### config.mk
export PLATFORM = sky130hd
export DESIGN_NAME = stop_and_wait_frame_sender_top
export DESIGN_NICKNAME = d
export VERILOG_FILES = /design/src/hw/rtl/swfs_pkg.sv /design/src/hw/rtl/stop_and_wait_frame_sender_top.sv /design/src/hw/rtl/swfs_ram.sv /design/src/hw/rtl/swfs_ctrl.sv /design/src/hw/rtl/swfs_dp.sv
export SDC_FILE = /design/constraint.sdc
export NUM_CORES = 1
export LEC_CHECK = 0
export BUFFER_PORTS_ARGS = -buffer_cell sky130_fd_sc_hd__clkbuf_2
export CORE_MARGIN = 1
export CORE_UTILIZATION = 46
export CTS_CLUSTER_DIAMETER = 40
export DETAILED_ROUTE_END_ITERATION = 16
export PLACE_DENSITY = 0.6
export SLEW_MARGIN = 10
export SYNTH_ARGS = -nofsm -noshare
export SYNTH_HDL_FRONTEND = slang
export SYNTH_HIERARCHICAL = 1
export SYNTH_SLANG_ARGS = --single-unit
### constraint.sdc
create_clock -name clk -period 4.5 [get_ports clk]
set_clock_uncertainty 0.15 [all_clocks]
set_input_delay 0.225 -clock clk [delete_from_list [all_inputs] [get_ports clk]]
set_output_delay 0.225 -clock clk [all_outputs]
set_load 0.01 [all_outputs]
### src/hw/rtl/swfs_pkg.sv
package swfs_pkg;

  // Operation codes carried on the input tuser.
  localparam logic [1:0] OP_LOAD  = 2'd0;
  localparam logic [1:0] OP_START = 2'd1;
  localparam logic [1:0] OP_RESP  = 2'd2;
  localparam logic [1:0] OP_TICK  = 2'd3;

  // Result status codes.
  localparam logic [2:0] ST_IDLE   = 3'd0;
  localparam logic [2:0] ST_WAIT   = 3'd1;
  localparam logic [2:0] ST_OK     = 3'd2;
  localparam logic [2:0] ST_FAIL   = 3'd3;
  localparam logic [2:0] ST_REJECT = 3'd4;

  // Configuration register indexes.
  localparam logic [1:0] CFG_FLAG     = 2'd0;
  localparam logic [1:0] CFG_ATTEMPTS = 2'd1;
  localparam logic [1:0] CFG_TIMEOUT  = 2'd2;

  // Configuration reset values.
  localparam logic [7:0]  FLAG_RST     = 8'd126;
  localparam logic [3:0]  ATTEMPTS_RST = 4'd3;
  localparam logic [15:0] TIMEOUT_RST  = 16'd3;

  // Frame layout: flag, address, control, check byte, payload, flag.
  localparam int unsigned HDR_BYTES = 4;
  localparam int unsigned FRAME_OVH = 5;

  // Port widths.
  localparam int unsigned IN_TDATA_W  = 40;
  localparam int unsigned IN_TUSER_W  = 2;
  localparam int unsigned OUT_TDATA_W = 8;
  localparam int unsigned OUT_TUSER_W = 4;
  localparam int unsigned CFG_IDX_W   = 2;
  localparam int unsigned CFG_DATA_W  = 16;

  // Commands from the controller to the datapath.
  typedef struct packed {
    logic       load_byte;
    logic       start;
    logic       retry;
    logic       finish;
    logic       tick;
    logic       clr_timer;
    logic       put_single;
    logic [2:0] single_status;
    logic       frame_begin;
    logic       frame_emit;
  } swfs_cmd_t;

  // Status from the datapath to the controller.
  typedef struct packed {
    logic busy;
    logic full;
    logic match;
    logic timed_out;
    logic attempts_zero;
    logic frame_last;
    logic out_free;
  } swfs_sts_t;

endpackage

### src/hw/rtl/stop_and_wait_frame_sender_top.sv
// Items that give one result: the result is registered in the cycle after acceptance,
// one item per cycle while the output side keeps taking transfers.
// Frame-sending items: 5 + payload count bytes, one per cycle while the output takes them,
// from the output register; the next item is taken after the closing flag is loaded.
// Reset (rst_n low, synchronous) clears the transfer, empties the payload count and
// restores flag 126, three attempts and a timeout of three ticks.
module stop_and_wait_frame_sender_top #(
  parameter int unsigned MAX_DATA = 32
) (
  input  logic                               clk,
  input  logic                               rst_n,
  // Input channel.
  input  logic                               in_tvalid,
  output logic                               in_tready,
  // payload_byte, frame_address, frame_control, awaited_control, reply_control
  input  logic [swfs_pkg::IN_TDATA_W-1:0]    in_tdata,
  // operation
  input  logic [swfs_pkg::IN_TUSER_W-1:0]    in_tuser,
  // Result channel.
  output logic                               out_tvalid,
  input  logic                               out_tready,
  // out_byte
  output logic [swfs_pkg::OUT_TDATA_W-1:0]   out_tdata,
  // last_of_run
  output logic                               out_tlast,
  // byte_valid, status
  output logic [swfs_pkg::OUT_TUSER_W-1:0]   out_tuser,
  // Configuration channel.
  input  logic                               cfg_valid,
  output logic                               cfg_ready,
  input  logic [swfs_pkg::CFG_IDX_W-1:0]     cfg_index,
  input  logic [swfs_pkg::CFG_DATA_W-1:0]    cfg_data
);

  swfs_pkg::swfs_cmd_t cmd;
  swfs_pkg::swfs_sts_t sts;

  // Configuration writes complete in the cycle they are offered.
  assign cfg_ready = 1'b1;

  swfs_ctrl u_ctrl (
    .clk       (clk),
    .rst_n     (rst_n),
    .in_tvalid (in_tvalid),
    .op        (in_tuser),
    .sts       (sts),
    .in_tready (in_tready),
    .cmd       (cmd)
  );

  swfs_dp #(
    .MAX_DATA (MAX_DATA)
  ) u_dp (
    .clk        (clk),
    .rst_n      (rst_n),
    .cmd        (cmd),
    .sts        (sts),
    .in_tdata   (in_tdata),
    .cfg_valid  (cfg_valid),
    .cfg_index  (cfg_index),
    .cfg_data   (cfg_data),
    .out_tready (out_tready),
    .out_tvalid (out_tvalid),
    .out_tdata  (out_tdata),
    .out_tlast  (out_tlast),
    .out_tuser  (out_tuser)
  );

endmodule

### src/hw/rtl/swfs_ram.sv
module swfs_ram #(
  parameter int unsigned WIDTH = 8,
  parameter int unsigned DEPTH = 32
) (
  input  logic                                      clk,
  input  logic                                      wr_en,
  input  logic [((DEPTH > 1) ? $clog2(DEPTH) : 1)-1:0] wr_addr,
  input  logic [WIDTH-1:0]                          wr_data,
  input  logic                                      rd_en,
  input  logic [((DEPTH > 1) ? $clog2(DEPTH) : 1)-1:0] rd_addr,
  output logic [WIDTH-1:0]                          rd_data
);

  logic [WIDTH-1:0] mem [DEPTH];
  logic [WIDTH-1:0] rd_data_r;

  // One write port and one registered read port.
  always_ff @(posedge clk) begin
    if (wr_en) begin
      mem[wr_addr] <= wr_data;
    end
    if (rd_en) begin
      rd_data_r <= mem[rd_addr];
    end
  end

  assign rd_data = rd_data_r;

endmodule

### src/hw/rtl/swfs_ctrl.sv
module swfs_ctrl (
  input  logic                  clk,
  input  logic                  rst_n,
  input  logic                  in_tvalid,
  input  logic [1:0]            op,
  input  swfs_pkg::swfs_sts_t   sts,
  output logic                  in_tready,
  output swfs_pkg::swfs_cmd_t   cmd
);

  localparam logic S_IDLE = 1'b0;
  localparam logic S_SEND = 1'b1;

  logic state_r;
  logic state_nxt;

  // Decode each accepted item into datapath commands; walk the frame in S_SEND.
  always_comb begin
    logic retry_path;
    retry_path = 1'b0;
    cmd        = '0;
    state_nxt  = state_r;
    in_tready  = 1'b0;
    case (state_r)
      S_IDLE: begin
        in_tready = sts.out_free;
        if (in_tvalid && sts.out_free) begin
          case (op)
            swfs_pkg::OP_LOAD: begin
              cmd.put_single = 1'b1;
              if (sts.busy || sts.full) begin
                cmd.single_status = swfs_pkg::ST_REJECT;
              end else begin
                cmd.load_byte     = 1'b1;
                cmd.single_status = swfs_pkg::ST_IDLE;
              end
            end
            swfs_pkg::OP_START: begin
              if (sts.busy) begin
                cmd.put_single    = 1'b1;
                cmd.single_status = swfs_pkg::ST_REJECT;
              end else begin
                cmd.start       = 1'b1;
                cmd.clr_timer   = 1'b1;
                cmd.frame_begin = 1'b1;
                state_nxt       = S_SEND;
              end
            end
            swfs_pkg::OP_RESP: begin
              if (!sts.busy) begin
                cmd.put_single    = 1'b1;
                cmd.single_status = swfs_pkg::ST_IDLE;
              end else if (sts.match) begin
                cmd.finish        = 1'b1;
                cmd.clr_timer     = 1'b1;
                cmd.put_single    = 1'b1;
                cmd.single_status = swfs_pkg::ST_OK;
              end else begin
                retry_path = 1'b1;
              end
            end
            swfs_pkg::OP_TICK: begin
              if (!sts.busy) begin
                cmd.put_single    = 1'b1;
                cmd.single_status = swfs_pkg::ST_IDLE;
              end else if (sts.timed_out) begin
                retry_path = 1'b1;
              end else begin
                cmd.tick          = 1'b1;
                cmd.put_single    = 1'b1;
                cmd.single_status = swfs_pkg::ST_WAIT;
              end
            end
            default: begin
              cmd.put_single    = 1'b1;
              cmd.single_status = swfs_pkg::ST_IDLE;
            end
          endcase
          // A mismatch or timeout either resends the frame or ends in failure.
          if (retry_path) begin
            if (sts.attempts_zero) begin
              cmd.finish        = 1'b1;
              cmd.clr_timer     = 1'b1;
              cmd.put_single    = 1'b1;
              cmd.single_status = swfs_pkg::ST_FAIL;
            end else begin
              cmd.retry       = 1'b1;
              cmd.clr_timer   = 1'b1;
              cmd.frame_begin = 1'b1;
              state_nxt       = S_SEND;
            end
          end
        end
      end
      S_SEND: begin
        if (sts.out_free) begin
          cmd.frame_emit = 1'b1;
          if (sts.frame_last) begin
            state_nxt = S_IDLE;
          end
        end
      end
      default: begin
        state_nxt = S_IDLE;
      end
    endcase
  end

  // State register.
  always_ff @(posedge clk) begin
    if (!rst_n) begin
      state_r <= S_IDLE;
    end else begin
      state_r <= state_nxt;
    end
  end

endmodule

### src/hw/rtl/swfs_dp.sv
module swfs_dp #(
  parameter int unsigned MAX_DATA = 32
) (
  input  logic                                    clk,
  input  logic                                    rst_n,
  input  swfs_pkg::swfs_cmd_t                     cmd,
  output swfs_pkg::swfs_sts_t                     sts,
  input  logic [swfs_pkg::IN_TDATA_W-1:0]         in_tdata,
  input  logic                                    cfg_valid,
  input  logic [swfs_pkg::CFG_IDX_W-1:0]          cfg_index,
  input  logic [swfs_pkg::CFG_DATA_W-1:0]         cfg_data,
  input  logic                                    out_tready,
  output logic                                    out_tvalid,
  output logic [swfs_pkg::OUT_TDATA_W-1:0]        out_tdata,
  output logic                                    out_tlast,
  output logic [swfs_pkg::OUT_TUSER_W-1:0]        out_tuser
);

  localparam int unsigned CNT_W  = $clog2(MAX_DATA + 1);
  localparam int unsigned ADDR_W = (MAX_DATA > 1) ? $clog2(MAX_DATA) : 1;
  localparam int unsigned K_W    = $clog2(MAX_DATA + swfs_pkg::FRAME_OVH);

  // Input fields.
  logic [7:0] payload_byte;
  logic [7:0] frame_address;
  logic [7:0] frame_control;
  logic [7:0] awaited_control;
  logic [7:0] reply_control;

  // Configuration registers.
  logic [7:0]  flag_r;
  logic [3:0]  max_att_r;
  logic [15:0] timeout_r;

  // Transfer state.
  logic             busy_r, busy_nxt;
  logic [CNT_W-1:0] count_r, count_nxt;
  logic [7:0]       addr_r, ctrl_r, exp_r;
  logic [3:0]       att_r, att_nxt;
  logic [15:0]      timer_r, timer_nxt;
  logic [15:0]      timer_inc;
  logic [K_W-1:0]   k_r, k_nxt;

  // Output register.
  logic                               out_tvalid_r, out_tvalid_nxt;
  logic [swfs_pkg::OUT_TDATA_W-1:0]   out_tdata_r;
  logic                               out_tlast_r;
  logic [swfs_pkg::OUT_TUSER_W-1:0]   out_tuser_r;

  // Payload memory and frame byte selection.
  logic              out_free;
  logic              frame_last;
  logic [K_W-1:0]    pidx;
  logic              rd_en;
  logic [7:0]        rd_data;
  logic [7:0]        frame_byte;

  assign payload_byte    = in_tdata[7:0];
  assign frame_address   = in_tdata[15:8];
  assign frame_control   = in_tdata[23:16];
  assign awaited_control = in_tdata[31:24];
  assign reply_control   = in_tdata[39:32];

  assign timer_inc  = timer_r + 16'd1;
  assign out_free   = !out_tvalid_r || out_tready;
  assign frame_last = (k_r == (K_W'(count_r) + K_W'(swfs_pkg::HDR_BYTES)));

  // Status toward the controller.
  always_comb begin
    sts.busy          = busy_r;
    sts.full          = (count_r >= CNT_W'(MAX_DATA));
    sts.match         = (reply_control == exp_r);
    sts.timed_out     = (timer_inc >= timeout_r);
    sts.attempts_zero = (att_r == 4'd0);
    sts.frame_last    = frame_last;
    sts.out_free      = out_free;
  end

  // Payload byte j is fetched while frame byte 3 + j goes out.
  assign pidx  = k_r - K_W'(swfs_pkg::HDR_BYTES - 1);
  assign rd_en = cmd.frame_emit && (k_r >= K_W'(swfs_pkg::HDR_BYTES - 1)) &&
                 (pidx < K_W'(count_r));

  swfs_ram #(
    .WIDTH (8),
    .DEPTH (MAX_DATA)
  ) u_payload_ram (
    .clk     (clk),
    .wr_en   (cmd.load_byte),
    .wr_addr (count_r[ADDR_W-1:0]),
    .wr_data (payload_byte),
    .rd_en   (rd_en),
    .rd_addr (pidx[ADDR_W-1:0]),
    .rd_data (rd_data)
  );

  // Byte for the current frame position.
  always_comb begin
    if ((k_r == '0) || frame_last) begin
      frame_byte = flag_r;
    end else if (k_r == K_W'(1)) begin
      frame_byte = addr_r;
    end else if (k_r == K_W'(2)) begin
      frame_byte = ctrl_r;
    end else if (k_r == K_W'(3)) begin
      frame_byte = addr_r ^ ctrl_r;
    end else begin
      frame_byte = rd_data;
    end
  end

  // Next values of the transfer state.
  always_comb begin
    busy_nxt  = busy_r;
    count_nxt = count_r;
    att_nxt   = att_r;
    timer_nxt = timer_r;
    k_nxt     = k_r;
    if (cmd.start) begin
      busy_nxt = 1'b1;
      att_nxt  = max_att_r;
    end
    if (cmd.retry) begin
      att_nxt = att_r - 4'd1;
    end
    if (cmd.load_byte) begin
      count_nxt = count_r + CNT_W'(1);
    end
    if (cmd.finish) begin
      busy_nxt  = 1'b0;
      count_nxt = '0;
    end
    if (cmd.clr_timer) begin
      timer_nxt = 16'd0;
    end else if (cmd.tick) begin
      timer_nxt = timer_inc;
    end
    if (cmd.frame_begin) begin
      k_nxt = '0;
    end else if (cmd.frame_emit) begin
      k_nxt = k_r + K_W'(1);
    end
  end

  // Output register valid: loaded by a result, cleared once the transfer is taken.
  always_comb begin
    out_tvalid_nxt = out_tvalid_r;
    if (cmd.put_single || cmd.frame_emit) begin
      out_tvalid_nxt = 1'b1;
    end else if (out_tready) begin
      out_tvalid_nxt = 1'b0;
    end
  end

  // Control and configuration registers.
  always_ff @(posedge clk) begin
    if (!rst_n) begin
      flag_r       <= swfs_pkg::FLAG_RST;
      max_att_r    <= swfs_pkg::ATTEMPTS_RST;
      timeout_r    <= swfs_pkg::TIMEOUT_RST;
      busy_r       <= 1'b0;
      count_r      <= '0;
      att_r        <= 4'd0;
      timer_r      <= 16'd0;
      k_r          <= '0;
      out_tvalid_r <= 1'b0;
    end else begin
      if (cfg_valid) begin
        case (cfg_index)
          swfs_pkg::CFG_FLAG:     flag_r    <= cfg_data[7:0];
          swfs_pkg::CFG_ATTEMPTS: max_att_r <= cfg_data[3:0];
          swfs_pkg::CFG_TIMEOUT:  timeout_r <= cfg_data;
          default: begin
          end
        endcase
      end
      busy_r       <= busy_nxt;
      count_r      <= count_nxt;
      att_r        <= att_nxt;
      timer_r      <= timer_nxt;
      k_r          <= k_nxt;
      out_tvalid_r <= out_tvalid_nxt;
    end
  end

  // Saved frame header and awaited control.
  always_ff @(posedge clk) begin
    if (!rst_n) begin
      addr_r <= 8'd0;
      ctrl_r <= 8'd0;
      exp_r  <= 8'd0;
    end else if (cmd.start) begin
      addr_r <= frame_address;
      ctrl_r <= frame_control;
      exp_r  <= awaited_control;
    end
  end

  always_ff @(posedge clk) begin
    if (cmd.put_single) begin
      out_tdata_r <= '0;
      out_tlast_r <= 1'b1;
      out_tuser_r <= {cmd.single_status, 1'b0};
    end else if (cmd.frame_emit) begin
      out_tdata_r <= frame_byte;
      out_tlast_r <= frame_last;
      out_tuser_r <= {swfs_pkg::ST_WAIT, 1'b1};
    end
  end

  assign out_tvalid = out_tvalid_r;
  assign out_tdata  = out_tdata_r;
  assign out_tlast  = out_tlast_r;
  assign out_tuser  = out_tuser_r;

endmodule

==> metrics <==
initial antenna violation count 0; CTS tree yes; global placer's final weighted congestion 0.7946; dpl ws 0.3806 ns; design area 0.01876 mm²; min Tclk post-route 4.134 ns; VDD IR max 0.3615 mV; fraction of layout cells with a size suffix above 1 0.2359; number of global-route vias before repair 9,162; Via Count 9,150; Synth Flop Type edfxtp_1; critical path arrival 4.42 ns; CP Max Fanout 18; CTS clk-pin slew, worst paths 0.06 ns; largest net degree at the start of global routing 66; leading cell type in the layout, fill and taps excluded edfxtp_1; top cell type's share of synthesized area 0.5046; aggregate global-route resource usage 0.1942; Pre-Repair DR Iteration Count 6; Startpoint Class flop; ant diodes 0; die width 187.8 µm; number of port buffers 79; most frequent cells in the layout 267 x edfxtp_1, 97 x dfxtp_1, 80 x nor2_1, 80 x mux4_2, 79 x clkbuf_2; Max Clk Rate 0.2419 GHz; syn_area_per_cell 14.56 µm²; Remaining Overflow, GRT 0; Setup TNS 0 ns; setup violators final 0; FF+latch count, synth 364; CTS HTree Levels 2; PwrDens 413.3 mW/mm²; die area 0.03529 mm²; drt initial violations 563; fin crit share 0.9186; DRC viols 0; Yosys warnings 6; postcts setup bufs 0; antenna-violating nets left 0; Worst Hold Slack 0.04545 ns; # IOs 81; post-synth top area cell edfxtp_1; status completed; Root Driver clkbuf_16; CP Capture Type flop; final setup margin 0.3665 ns; Slew @ Worst Pin 1.090 ns; die outline height 187.8 µm; global-route wire length before repair 52,410 µm; Slew Limit Fails 0; per-cell routed wire length 19.71 µm; Cells after Synth 1,091; Final Hold Viols 0; Skew-Pair Late Insertion Delay 0.58 ns; RSZ-0062 raised after global routing false; Clock Path Buffers 3; crit path kind reg2reg; EDFF count, synth 267; slew margin rel. 0.2718; Worst Path Required 4.79 ns; Core Util, Final 0.5554; num rows 67; Avg Vias per Cell 5.360; Post-DP Area 0.01666 mm²; total CTS buffers 48; hpwl dp 21,510 µm; fin nets 1,320; synthesized area 0.01589 mm²; Leak Pwr 6.516 nW; initial core utilization 0.4703; core footprint 0.03378 mm²; Routed WL 33,640 µm; post-synthesis sequential area ratio 0.6269; max cap viols 0; post-synthesis cell type count 62; HP Class in2reg; syn_nets 1,192; area grow syn2layout 18.10%; synth top area cells edfxtp_1 50%, dfxtp_1 12%, mux4_2 11%; asr flop ratio synth 0; Clock Sinks 364
-- per-stage QoR --
step	total power [W]	instances
4_1_cts	0.007855	1707
3_5_place_dp	0.004072	1568
5_1_grt	0.008018	1707
6_report	0.007756	1707
3_3_place_gp	0.004066	1568
2_1_floorplan	0.003933	1091
-- final cells by class --
cell class,count,area (µm²)
clock inverters,37,384.1
repair buffers,140,1001
flip-flops and latches,364,9960
fillers,2703,15020
inverters,37,141.4
multi-input cells,628,5498
well taps,448,560.5
clock buffers,53,1220
-- Yosys cell counts, types with 18 or more instances --
| master | n |
|---|---|
| dfxtp_1 | 97 |
| ha_1 | 36 |
| xor2_1 | 25 |
| a21boi_0 | 18 |
| edfxtp_1 | 267 |
| nand2_1 | 76 |
| or3b_2 | 20 |
| mux2i_1 | 33 |
| nand3_1 | 22 |
| nor2_1 | 82 |
| xnor2_1 | 29 |
| o21ai_0 | 20 |
| clkbuf_1 | 34 |
| a21oi_1 | 40 |
| mux4_2 | 80 |
| nor2b_1 | 35 |
| inv_1 | 37 |
-- final timing paths --
kind                                          from            endpoint  slack (ns)  cells past startpoint
worst max-delay path               u_dp/timer_r[5]   u_dp/out_tdata[2]        0.37                     16
worst min-delay path                     cfg_valid   u_dp/max_att_r[1]        0.05                      4
worst max register to register     u_dp/timer_r[5]   u_dp/out_tdata[2]        0.37                     16
worst min register to register  u_dp/timeout_r[13]  u_dp/timeout_r[13]        0.31                      2
-- worst max-delay path: stages (launching register included) --
cell and delay [ns]:
dfxtp_1 0.49, and4_1 0.28, nand3_1 0.15, nor2_1 0.23
nand3_1 0.12, xnor2_1 0.15, ha_1 0.29, a21o_1 0.18
a21o_1 0.17, a21oi_1 0.15, o211ai_1 0.20, and3_1 0.29
o21ai_4 0.19, a31oi_1 0.20, buf_4 0.25, or3b_2 0.44
o311ai_1 0.08
-- metal layers --
metal	up-vias	GRT usage	part of all wire
met3	50	0.03200	0.050
met5	-	0	0
met1	4507	0.2707	0.46
met4	0	0.05316	0.017
li1	4357	-	-
met2	236	0.3161	0.47
-- cells by family after synthesis --
| logic type | Yosys count | synth area share |
|---|---|---|
| xor+xnor | 54 | 0.02977 |
| simple gates | 305 | 0.1006 |
| mux | 121 | 0.1399 |
| compound gates | 111 | 0.04584 |
| buf+inv | 99 | 0.02851 |
| other cells | 1 | 0.0002360 |
| fa+ha+maj | 36 | 0.02835 |
| flops | 364 | 0.6269 |
-- where the power goes --
part / leakage (nW) / switching, W / internal [W] / total [W]
clock network: 0.765 / 0.00153 / 0.00220 / 0.00373
logic: 2.56 / 0.000197 / 0.000173 / 0.000370
registers: 3.19 / 0.0000244 / 0.00364 / 0.00366
total: 6.52 / 0.00175 / 0.00601 / 0.00776
-- flip-flops by register name (all words and copies together), names as in the netlist --
name / count
u_dp/out_tvalid: 1
u_dp/count_r: 6
u_dp/ctrl_r: 8
u_dp/exp_r: 8
u_dp/k_r: 6
u_dp/max_att_r: 4
u_ctrl/state_r: 1
u_dp/out_tuser: 4
u_dp/timer_r: 16
u_dp/busy_r: 1
u_dp/out_tlast: 1
u_dp/att_r: 4
u_dp/u_payload_ram/mem: 256
u_dp/timeout_r: 16
u_dp/flag_r: 8
u_dp/u_payload_ram/rd_data: 8
u_dp/addr_r: 8
u_dp/out_tdata: 8
-- repair_timing --
action	CTS	global route
hold buffers	49	0
endpoints found under the setup margin	0	2
gates resized for setup	0	2
endpoints found under the hold margin	58	0
(Power assumes the default switching activity.)
